`src/hw/rtl/bounded_list_with_search_assert.svh`:
```
// Assertion macros used by the bounded list RTL.
`ifndef BOUNDED_LIST_WITH_SEARCH_ASSERT_SVH
`define BOUNDED_LIST_WITH_SEARCH_ASSERT_SVH

// Same-cycle implication, sampled on clk_i, off while rst_ni is low
`define BLC_ASSERT_NOW(lbl, ante, cons, msg) \
  lbl: assert property (@(posedge clk_i) disable iff (!rst_ni) (ante) |-> (cons)) \
    else $error(msg);

// Next-cycle implication, sampled on clk_i, off while rst_ni is low
`define BLC_ASSERT_NEXT(lbl, ante, cons, msg) \
  lbl: assert property (@(posedge clk_i) disable iff (!rst_ni) (ante) |=> (cons)) \
    else $error(msg);

`endif

```
`src/hw/rtl/blc_pkg.sv`:
```
// Types and codes for the bounded list with search.
package blc_pkg;

  // Request kinds
  typedef enum logic [2:0] {
    REQ_PREPEND = 3'd0,
    REQ_APPEND  = 3'd1,
    REQ_SEARCH  = 3'd2,
    REQ_READ    = 3'd3,
    REQ_CLEAR   = 3'd4
  } blc_req_e;

  // Result status codes
  typedef enum logic [1:0] {
    STAT_OK    = 2'd0,
    STAT_FULL  = 2'd1,
    STAT_RANGE = 2'd2
  } blc_status_e;

  // Controller states
  typedef enum logic [1:0] {
    S_IDLE,
    S_SCAN,
    S_DONE
  } blc_state_e;

  // Field widths of the transactions
  localparam int unsigned ReqTypeW = 3;
  localparam int unsigned ValueW   = 32;
  localparam int unsigned IndexW   = 6;
  localparam int unsigned StatusW  = 2;
  localparam int unsigned CountW   = 7;

  typedef struct packed {
    logic [ReqTypeW-1:0]      req_type;
    logic signed [ValueW-1:0] value;
    logic [IndexW-1:0]        index;
  } blc_req_t;

  typedef struct packed {
    logic [StatusW-1:0]       status;
    logic                     found;
    logic signed [ValueW-1:0] item;
    logic [CountW-1:0]        count;
  } blc_rsp_t;

  // Per-cycle commands to every cell of the chain
  typedef struct packed {
    logic shift;   // move one place towards the back, cell 0 takes the new word
    logic rotate;  // move one place towards the front, last cell takes cell 0
    logic append;  // the cell at position count takes the new word
  } blc_ctrl_t;

endpackage

```
`src/hw/rtl/blc_cell.sv`:
```
// One storage cell of the list chain.
module blc_cell #(
  parameter int unsigned DATA_WIDTH = 32,
  parameter int unsigned CNT_W      = 7,
  parameter int unsigned CELL_IDX   = 0
) (
  input  logic                    clk_i,
  input  blc_pkg::blc_ctrl_t      ctrl_i,
  input  logic [CNT_W-1:0]        count_i,
  input  logic [DATA_WIDTH-1:0]   word_i,
  input  logic [DATA_WIDTH-1:0]   left_i,
  input  logic [DATA_WIDTH-1:0]   right_i,
  output logic [DATA_WIDTH-1:0]   data_o
);

  logic [DATA_WIDTH-1:0] data_q;
  logic [DATA_WIDTH-1:0] data_d;
  logic                  data_en;

  // Next entry: from a neighbour or from the request word
  always_comb begin
    data_en = 1'b1;
    data_d  = data_q;
    if (ctrl_i.shift) begin
      data_d = left_i;
    end else if (ctrl_i.rotate) begin
      data_d = right_i;
    end else if (ctrl_i.append && (count_i == CNT_W'(CELL_IDX))) begin
      data_d = word_i;
    end else begin
      data_en = 1'b0;
    end
  end

  // Payload only, no reset
  always_ff @(posedge clk_i) begin
    if (data_en) begin
      data_q <= data_d;
    end
  end

  assign data_o = data_q;

endmodule

```
`src/hw/rtl/bounded_list_with_search.sv`:
```
// Bounded list with search: top level, a chain of CAPACITY cells and its controller.
// Prepend, append, clear, rejected and unknown requests: result registered on acceptance,
//   one transaction per cycle while the output is taken.
// Search and in-range read: the chain makes one full rotation past the comparator at cell 0,
//   one entry per cycle; a single request is in work.
// Reset clears count, controller and output valid asynchronously; cell contents are not reset.
`include "bounded_list_with_search_assert.svh"

module bounded_list_with_search #(
  parameter int unsigned CAPACITY   = 64,
  parameter int unsigned DATA_WIDTH = 32
) (
  input  logic              clk_i,
  input  logic              rst_ni,
  input  logic              in_valid_i,
  output logic              in_stall_o,
  input  blc_pkg::blc_req_t in_data_i,
  output logic              out_valid_o,
  input  logic              out_stall_i,
  output blc_pkg::blc_rsp_t out_data_o
);

  localparam int unsigned CntW  = $clog2(CAPACITY + 1);
  localparam int unsigned StepW = $clog2(CAPACITY);
  localparam int unsigned IdxW  = blc_pkg::IndexW;
  localparam int unsigned WideW = (CntW > IdxW) ? CntW : IdxW;
  localparam int unsigned ValW  = blc_pkg::ValueW;

  blc_pkg::blc_state_e state_q, state_d;
  logic [CntW-1:0]       count_q, count_d;
  logic [StepW-1:0]      step_q, step_d;
  logic                  found_q, found_d;
  logic [ValW-1:0]       item_q, item_d;
  logic                  search_q;
  logic [DATA_WIDTH-1:0] word_q;
  logic [IdxW-1:0]       index_q;
  logic                  out_valid_q;
  blc_pkg::blc_rsp_t     out_q, rsp_d;
  logic                  out_load;
  logic                  out_free;
  logic                  in_acc;
  logic                  req_load;
  logic                  full;
  logic [DATA_WIDTH-1:0] word_in;
  logic [DATA_WIDTH-1:0] head;
  blc_pkg::blc_ctrl_t    ctrl;
  logic [DATA_WIDTH-1:0] cell_data [CAPACITY];

  // Input word sign-extended to 64 bits, then fitted to the entry width
  assign word_in  = DATA_WIDTH'(64'(in_data_i.value));
  assign full     = (count_q == CntW'(CAPACITY));
  assign out_free = !out_valid_q || !out_stall_i;
  assign in_stall_o = (state_q != blc_pkg::S_IDLE) || !out_free;
  assign in_acc   = in_valid_i && !in_stall_o;
  assign head     = cell_data[0];

  // Cell chain: shift towards the back on prepend, rotate towards the front on a scan
  for (genvar g = 0; g < CAPACITY; g++) begin : g_cell
    logic [DATA_WIDTH-1:0] left;
    logic [DATA_WIDTH-1:0] right;
    if (g == 0) begin : g_first
      assign left = word_in;
    end else begin : g_mid_l
      assign left = cell_data[g-1];
    end
    if (g == CAPACITY - 1) begin : g_last
      assign right = cell_data[0];
    end else begin : g_mid_r
      assign right = cell_data[g+1];
    end
    blc_cell #(
      .DATA_WIDTH (DATA_WIDTH),
      .CNT_W      (CntW),
      .CELL_IDX   (g)
    ) u_cell (
      .clk_i   (clk_i),
      .ctrl_i  (ctrl),
      .count_i (count_q),
      .word_i  (word_in),
      .left_i  (left),
      .right_i (right),
      .data_o  (cell_data[g])
    );
  end

  // Next state, chain commands and result
  always_comb begin
    state_d  = state_q;
    count_d  = count_q;
    step_d   = step_q;
    found_d  = found_q;
    item_d   = item_q;
    ctrl     = '0;
    out_load = 1'b0;
    req_load = 1'b0;
    rsp_d    = '0;
    case (state_q)
      blc_pkg::S_IDLE: begin
        if (in_acc) begin
          out_load = 1'b1;
          case (in_data_i.req_type)
            blc_pkg::REQ_PREPEND: begin
              if (full) begin
                rsp_d.status = blc_pkg::STAT_FULL;
              end else begin
                ctrl.shift = 1'b1;
                count_d    = count_q + CntW'(1);
              end
            end
            blc_pkg::REQ_APPEND: begin
              if (full) begin
                rsp_d.status = blc_pkg::STAT_FULL;
              end else begin
                ctrl.append = 1'b1;
                count_d     = count_q + CntW'(1);
              end
            end
            blc_pkg::REQ_SEARCH: begin
              out_load = 1'b0;
              req_load = 1'b1;
              found_d  = 1'b0;
              item_d   = '0;
              step_d   = '0;
              state_d  = blc_pkg::S_SCAN;
            end
            blc_pkg::REQ_READ: begin
              if (WideW'(in_data_i.index) >= WideW'(count_q)) begin
                rsp_d.status = blc_pkg::STAT_RANGE;
              end else begin
                out_load = 1'b0;
                req_load = 1'b1;
                found_d  = 1'b0;
                item_d   = '0;
                step_d   = '0;
                state_d  = blc_pkg::S_SCAN;
              end
            end
            blc_pkg::REQ_CLEAR: begin
              count_d = '0;
            end
            default: begin
              // unknown kinds change nothing
            end
          endcase
        end
      end
      blc_pkg::S_SCAN: begin
        ctrl.rotate = 1'b1;
        if (search_q && (CntW'(step_q) < count_q) && (head == word_q)) begin
          found_d = 1'b1;
        end
        if (!search_q && (WideW'(step_q) == WideW'(index_q))) begin
          item_d = ValW'(head);
        end
        if (step_q == StepW'(CAPACITY - 1)) begin
          step_d  = '0;
          state_d = blc_pkg::S_DONE;
        end else begin
          step_d = step_q + StepW'(1);
        end
      end
      blc_pkg::S_DONE: begin
        if (out_free) begin
          out_load = 1'b1;
          state_d  = blc_pkg::S_IDLE;
        end
      end
      default: begin
        state_d = blc_pkg::S_IDLE;
      end
    endcase
    if (state_q == blc_pkg::S_DONE) begin
      rsp_d.found = found_q;
      rsp_d.item  = item_q;
    end
    rsp_d.count = blc_pkg::CountW'(count_d);
  end

  // Control registers
  always_ff @(posedge clk_i or negedge rst_ni) begin
    if (!rst_ni) begin
      state_q     <= blc_pkg::S_IDLE;
      count_q     <= '0;
      step_q      <= '0;
      out_valid_q <= 1'b0;
    end else begin
      state_q <= state_d;
      count_q <= count_d;
      step_q  <= step_d;
      if (out_load) begin
        out_valid_q <= 1'b1;
      end else if (!out_stall_i) begin
        out_valid_q <= 1'b0;
      end
    end
  end

  // Payload registers
  always_ff @(posedge clk_i) begin
    found_q <= found_d;
    item_q  <= item_d;
    if (req_load) begin
      search_q <= (in_data_i.req_type == blc_pkg::REQ_SEARCH);
      word_q   <= word_in;
      index_q  <= in_data_i.index;
    end
    if (out_load) begin
      out_q <= rsp_d;
    end
  end

  assign out_valid_o = out_valid_q;
  assign out_data_o  = out_q;

  // Checks
  `BLC_ASSERT_NOW(a_count_bound, 1'b1, count_q <= CntW'(CAPACITY), "count above capacity")
  `BLC_ASSERT_NEXT(a_insert_grows,
    in_acc && !full && (in_data_i.req_type == blc_pkg::REQ_PREPEND ||
    in_data_i.req_type == blc_pkg::REQ_APPEND),
    count_q == $past(count_q) + CntW'(1), "accepted insert did not grow count")
  `BLC_ASSERT_NOW(a_idle_step, state_q == blc_pkg::S_IDLE, step_q == '0, "scan step not parked")
  `BLC_ASSERT_NEXT(a_scan_end, state_q == blc_pkg::S_SCAN && step_q == StepW'(CAPACITY - 1),
    state_q == blc_pkg::S_DONE, "scan did not finish after a full rotation")
  `BLC_ASSERT_NEXT(a_scan_count, state_q != blc_pkg::S_IDLE, $stable(count_q),
    "count changed during a scan")

endmodule

```
`config.mk`:
```
export PLATFORM = sky130hd
export DESIGN_NAME = bounded_list_with_search
export DESIGN_NICKNAME = d
export VERILOG_FILES = /design/src/hw/rtl/blc_pkg.sv /design/src/hw/rtl/blc_cell.sv /design/src/hw/rtl/bounded_list_with_search.sv
export VERILOG_INCLUDE_DIRS = /design/src /design/src/hw/rtl
export SDC_FILE = /design/constraint.sdc
export NUM_CORES = 2
export LEC_CHECK = 0
export BUFFER_PORTS_ARGS = -buffer_cell sky130_fd_sc_hd__buf_4
export CAP_MARGIN = 15
export CORE_ASPECT_RATIO = 1.4
export CORE_MARGIN = 2
export CORE_UTILIZATION = 60
export DETAILED_ROUTE_END_ITERATION = 12
export PLACE_DENSITY = 0.74
export RECOVER_POWER = 25
export SETUP_SLACK_MARGIN = 0.1
export SYNTH_ARGS = -nofsm -noshare
export SYNTH_HDL_FRONTEND = slang
export SYNTH_HIERARCHICAL = 1
export SYNTH_SLANG_ARGS = --single-unit
export TNS_END_PERCENT = 20
```
`constraint.sdc`:
```
create_clock -name clk_i -period 13.3 [get_ports clk_i]
set_input_delay 0.665 -clock clk_i [delete_from_list [all_inputs] [get_ports clk_i]]
set_output_delay 0.665 -clock clk_i [all_outputs]
set_load 0.005 [all_outputs]
```
; Word-level counts from Yosys, hierarchy flattened
; Cells that the tools add are included.
[totals]
reg_bits = 2178
input_bits = 45
output_inout_bits = 44
wordCells = 807
[op_classes]
addsub = 2
magnitude_cmp = 2
eq_ne = 81
n_mux = 431
n_reduce_logical = 214
[ops]
columns = cell, count
row1 = $mux 32, 195
row2 = $eq 7x6->1 const B, 32
row3 = $mux 1, 212
row4 = $reduce_bool 3->1, 64
row5 = $reduce_and 2->1, 65
row6 = $pmux 32 s2, 2
row7 = $eq 7x5->1 const B, 16
row8 = $logic_and 1x1->1, 68
row9 = $eq 7x4->1 const B, 8
row10 = $eq 32x32->1, 1
row11 = $eq 7x3->1 const B, 4
row12 = $pmux 6 s2, 2
row13 = $mux 7, 3
row14 = $mux 6, 3
row15 = $reduce_and 5->1, 3
row16 = $eq 7x2->1 const B, 2
row17 = $pmux 7 s2, 1
row18 = $mux 2, 5
row19 = $ne 2x2->1 const B, 5
row20 = $pmux 1 s2, 5
row21 = $pmux 2 s2, 2
row22 = $add 7x1->7 const B, 1
row23 = $eq 7x1->1 const B, 1
row24 = $eq 7x7->1 const B, 1
row25 = other kinds (22), 29

; Depth between registers and ports, before layout
[logic_depth]
depth_word = 13
depth_mapped = 11
mapped_depth_nobuf = 8

; Cells and area by module
; Netlist, hierarchy kept.
[modules_own_cells]
columns = module, instances, cells_each, area_per_inst_um2, seq_area_each_um2
row1 = blc_cell at g_cell[23].u_cell ..., 12, 143, 1695.4, 960.9
row2 = blc_cell at g_cell[10].u_cell ..., 12, 142, 1694.1, 960.9
row3 = blc_cell at g_cell[21].u_cell ..., 8, 142, 1695.4, 960.9
row4 = blc_cell at g_cell[31].u_cell ..., 6, 143, 1692.9, 960.9
row5 = blc_cell at g_cell[19].u_cell ..., 4, 143, 1694.1, 960.9
row6 = blc_cell at g_cell[1].u_cell ..., 4, 142, 1692.9, 960.9
row7 = blc_cell at g_cell[49].u_cell ..., 4, 143, 1670.4, 960.9
row8 = blc_cell at g_cell[11].u_cell ..., 4, 143, 1659.1, 960.9
row9 = bounded_list_with_search, 1, 389, 5574.1, 3823.7
row10 = blc_cell at g_cell[16].u_cell ..., 2, 142, 1691.6, 960.9
row11 = blc_cell at g_cell[51].u_cell ..., 2, 143, 1691.6, 960.9
row12 = blc_cell at g_cell[15].u_cell ..., 2, 143, 1656.6, 960.9
row13 = blc_cell at g_cell[12].u_cell ..., 2, 143, 1654.1, 960.9
row14 = blc_cell at g_cell[0].u_cell, 1, 142, 1690.4, 960.9
row15 = blc_cell at g_cell[63].u_cell, 1, 143, 1690.4, 960.9

; Worst setup path before layout
; Ideal clock, no wire load.
[synth_path]
kind = register to register
startpoint = register count_q[0]
endpoint = register g_cell[51].u_cell.data_q[0] (enable)
setup_time_ns = 0.511
t_arrival_ns = 7.713
t_required_ns = 12.789
slack_ns = 5.076
stages_incl_launch_ff = 10
path_buffers = 1
period_less_slack_ns = 8.224
path_cell_list = dfrtp_1 -> inv_1 -> ha_1 -> or4b_4 -> nor3_4 -> or4_1 -> buf_6 -> nor2_1 -> nand4b_1 -> o41ai_1
[synth_rtl]
columns = element, line
row1 = start: declaration, bounded_list_with_search.sv:30  ; logic [CntW-1:0] count_q, count_d;
row2 = start signal: assignment, bounded_list_with_search.sv:188  ; count_q <= count_d;
row3 = end signal: assignment, blc_cell.sv:38  ; data_q <= data_d;
row4 = end: declaration, blc_cell.sv:16  ; logic [DATA_WIDTH-1:0] data_q;

==> metrics.txt <==
final setup vio count 0; vias in the first global route 73520; multi-input logic area 42180 um2; DR WL/cell 23.28 um; largest cells by area after synthesis edfxtp_1 57%, mux2i_1 18%, nand2_1 6.8%, o21ai_1 6.8%, buf_12 2.7%; CTS Sinks 2178; full die area 192900 um2; initial antenna violation count 3; worst-margin pin slew 4518 ps; H-tree depth 4; Setup Skew 41.11 ps; first-pass GRT wire length 430.5 mm; Final #Nets 9293; Slew Viols, Final 2688; maxcap violations 44; crit path DAT 10100 ps; clock buffer depth 3; fmax 103.5 MHz; post-DP HPWL 159.8 mm; setup TNS 0 ps; Initial Utilization 0.6020; Crit Path Class reg -> reg; DR DRC count 0; Total Power 29.06 mW; hold path cells 2; CTS clk-pin slew, worst paths 70 ps; failing checks max-capacitance violations, max-slew violations; async set or reset register ratio after synthesis 0.007346; drt first pass iters 6; register area 65330 um2; CP required 13740 ps; Setup crit end kind register; Routed Antenna Nets 0; total vias in the final route 74320; TritonCTS clock tree done; worst r2r path cells 11; crit share post-route 0.7262; initial DRC count 9143; Hold Vio Cnt, Final 0; area grow syn2layout 4.615%; crit path max fanout 69; worst min path class in -> reg; Layout Utilization 0.6298; Post-Syn Instances 9514; total core area 188700 um2; Power per Cell Area 244.5 nW/um2; Syn Std Cell Area 113600 um2; boundary pin count 89; Synth Register Bits 2178; worst vdd ir 0.0002132 V; via-per-instance ratio 6.254; area leader, netlist edfxtp_1; fill cell count 14710; final instance area 118800 um2; layout cells sized above 1 0.05022; crit path launch count_q[0]; Syn Area/Cell 11.94 um2; DP Area 112600 um2; syn nets 9573; Lkg Pwr 47.56 nW; Crit Reg-Reg Endpoint g_cell[43].u_cell/data_o[0]; Die Wd 371.8 um; Die H 518.9 um; largest net degree at the start of global routing 272; fin crit period 9658 ps; Site Rows 189; dominant synthesized flop cell edfxtp_1; EDFF count, synth 2162; synth warn 6; r2r setup slk 3640 ps; clk_lat worst skew 870 ps; Post-Route WL 276.6 mm; post-cts sizing count 0; Worst R2R Start count_q[0]; root buf cell clkbuf_16; RSZ-0062 raised after global routing false; port buffer count 88; global placer's final weighted congestion 0.8329; CTS buffer count 206; GR Overflow Total 0; share of Yosys cell area claimed by the top area cell type 0.5715; setup bufs post-CTS 0; outcome finished with violations; crit path launch type register; Slew HR -2.012; Critical path destination g_cell[43].u_cell/data_o[0]; Seq/Total Area, Yosys 0.5750; Global Route Usage Sum 0.2822; Yosys cell types 58
## area by class of cell
class / instances / share of cell area
clock inverter: 113 / 0.008865
antenna: 2 / 0.00004211
timing repair buffer: 228 / 0.01447
sequential: 2178 / 0.5497
clock buffer: 260 / 0.04552
tap: 2483 / 0.02614
multi-input combinational: 6609 / 0.3549
inverter: 11 / 0.0003474
## stage by stage
step,instances,setup WS [ps],hold WS [ps]
floorplan,9514,5076,369.4
global placement,11500,7077,505.2
detailed placement,11500,6927,504.1
CTS,11880,6924,25.69
global route,11880,3272,127.8
finish,11880,3642,159.6
## layout by cell type (no fill, tap or decap), types with 11 or more instances in the layout
master	instances
edfxtp_1	2162
nand2_1	2067
mux2i_1	2048
o21ai_1	1348
o21ai_0	714
clkbuf_16	208
clkbuf_1	125
buf_4	105
clkinv_1	50
and2_0	47
nor2_1	46
nand4b_1	32
nor4bb_1	30
clkinv_2	27
a211o_1	24
xnor2_1	23
o21ai_4	22
nor4b_1	21
clkbuf_4	21
and2_1	18
nand4bb_1	18
buf_12	18
xor2_1	16
ha_1	14
bufinv_16	13
a21oi_1	12
inv_1	11
or4b_1	11
## flip-flops by register name (all words and copies together), names as in the netlist
| signal | cells |
|---|---|
| g_cell.u_cell/data_o | 2048 |
| out_data_o | 42 |
| item_q | 32 |
| word_q | 32 |
| count_q | 7 |
| index_q | 6 |
| step_q | 6 |
| state_q | 2 |
| found_q | 1 |
| out_valid_o | 1 |
| search_q | 1 |
## layer usage
| layer | GRT usage | routed length (um) |
|---|---|---|
| met5 | 0 | 13 |
| met4 | 0.1018 | 9631 |
| met3 | 0.03900 | 16810 |
| met2 | 0.4638 | 135200 |
| met1 | 0.3837 | 115000 |
## worst min-delay path by stage
| stage | start | end | slack (ps) |
|---|---|---|---|
| after floorplan | rst_ni | count_q[0] | 370 |
| after global placement | item_q[24] | out_data_o[31] | 510 |
| after detailed placement | item_q[18] | out_data_o[25] | 500 |
| after CTS | in_data_i[40] | count_q[0] | 30 |
| after global routing | in_data_i[38] | search_q | 130 |
| final | in_data_i[38] | search_q | 160 |
## worst max-delay path: stages (launching register included)
cell,delay (ps)
dfrtp_2,340
clkbuf_1,2580
inv_1,470
ha_1,420
or4b_1,190
nor3_1,110
or4_1,700
nor2_4,150
clkbuf_1,2290
nand4bb_1,140
o21ai_0,290
clkbuf_1,1390
## cells by family (layout without fill, tap and decap cells)
logic type                 after synthesis  in the layout  share of synthesized area
and+or+nand+nor                       2346           2346                    0.08617
DFF                                   2178           2178                     0.5750
AOI/OAI and AO/OA                     2162           2162                    0.09735
muxes                                 2048           2048                     0.1805
buffers and inverters                  727            612                    0.05647
xor gates and xnor gates                39             39                   0.003007
adders and majority gates               14             14                   0.001542
other                                    0              2                          0
## Yosys cell counts (5+ instances only)
library cell and count:
a211o_1 27, a21o_1 5, a21oi_1 12, and2_1 65, buf_12 156, buf_2 336, buf_4 16, buf_6 71
buf_8 12, clkbuf_1 125, dfrtp_1 16, edfxtp_1 2162, ha_1 14, inv_1 11, mux2i_1 2048, nand2_1 2067
nand2b_1 6, nand3_1 9, nand4_1 9, nand4b_1 32, nand4bb_1 18, nor2_1 47, nor3_1 7, nor4_1 10
nor4b_1 21, nor4bb_1 30, o21ai_0 539, o21ai_1 1550, o41ai_1 7, or4b_1 9, xnor2_1 23, xor2_1 16
## power breakdown
| group | switching [mW] | leakage [nW] | total, mW | internal [mW] |
|---|---|---|---|---|
| registers | 2.30 | 22.2 | 15.0 | 12.7 |
| clock network | 2.64 | 3.13 | 5.78 | 3.14 |
| logic | 4.89 | 22.2 | 8.24 | 3.35 |
| total | 9.83 | 47.6 | 29.1 | 19.2 |
## what timing repair did
| action | CTS | global route |
|---|---|---|
| setup endpoints to repair | 0 | 0 |
| hold endpoints to repair | 23 | 0 |
| hold buffers | 8 | 0 |
No activity file was read; power rests on OpenSTA's default activity.
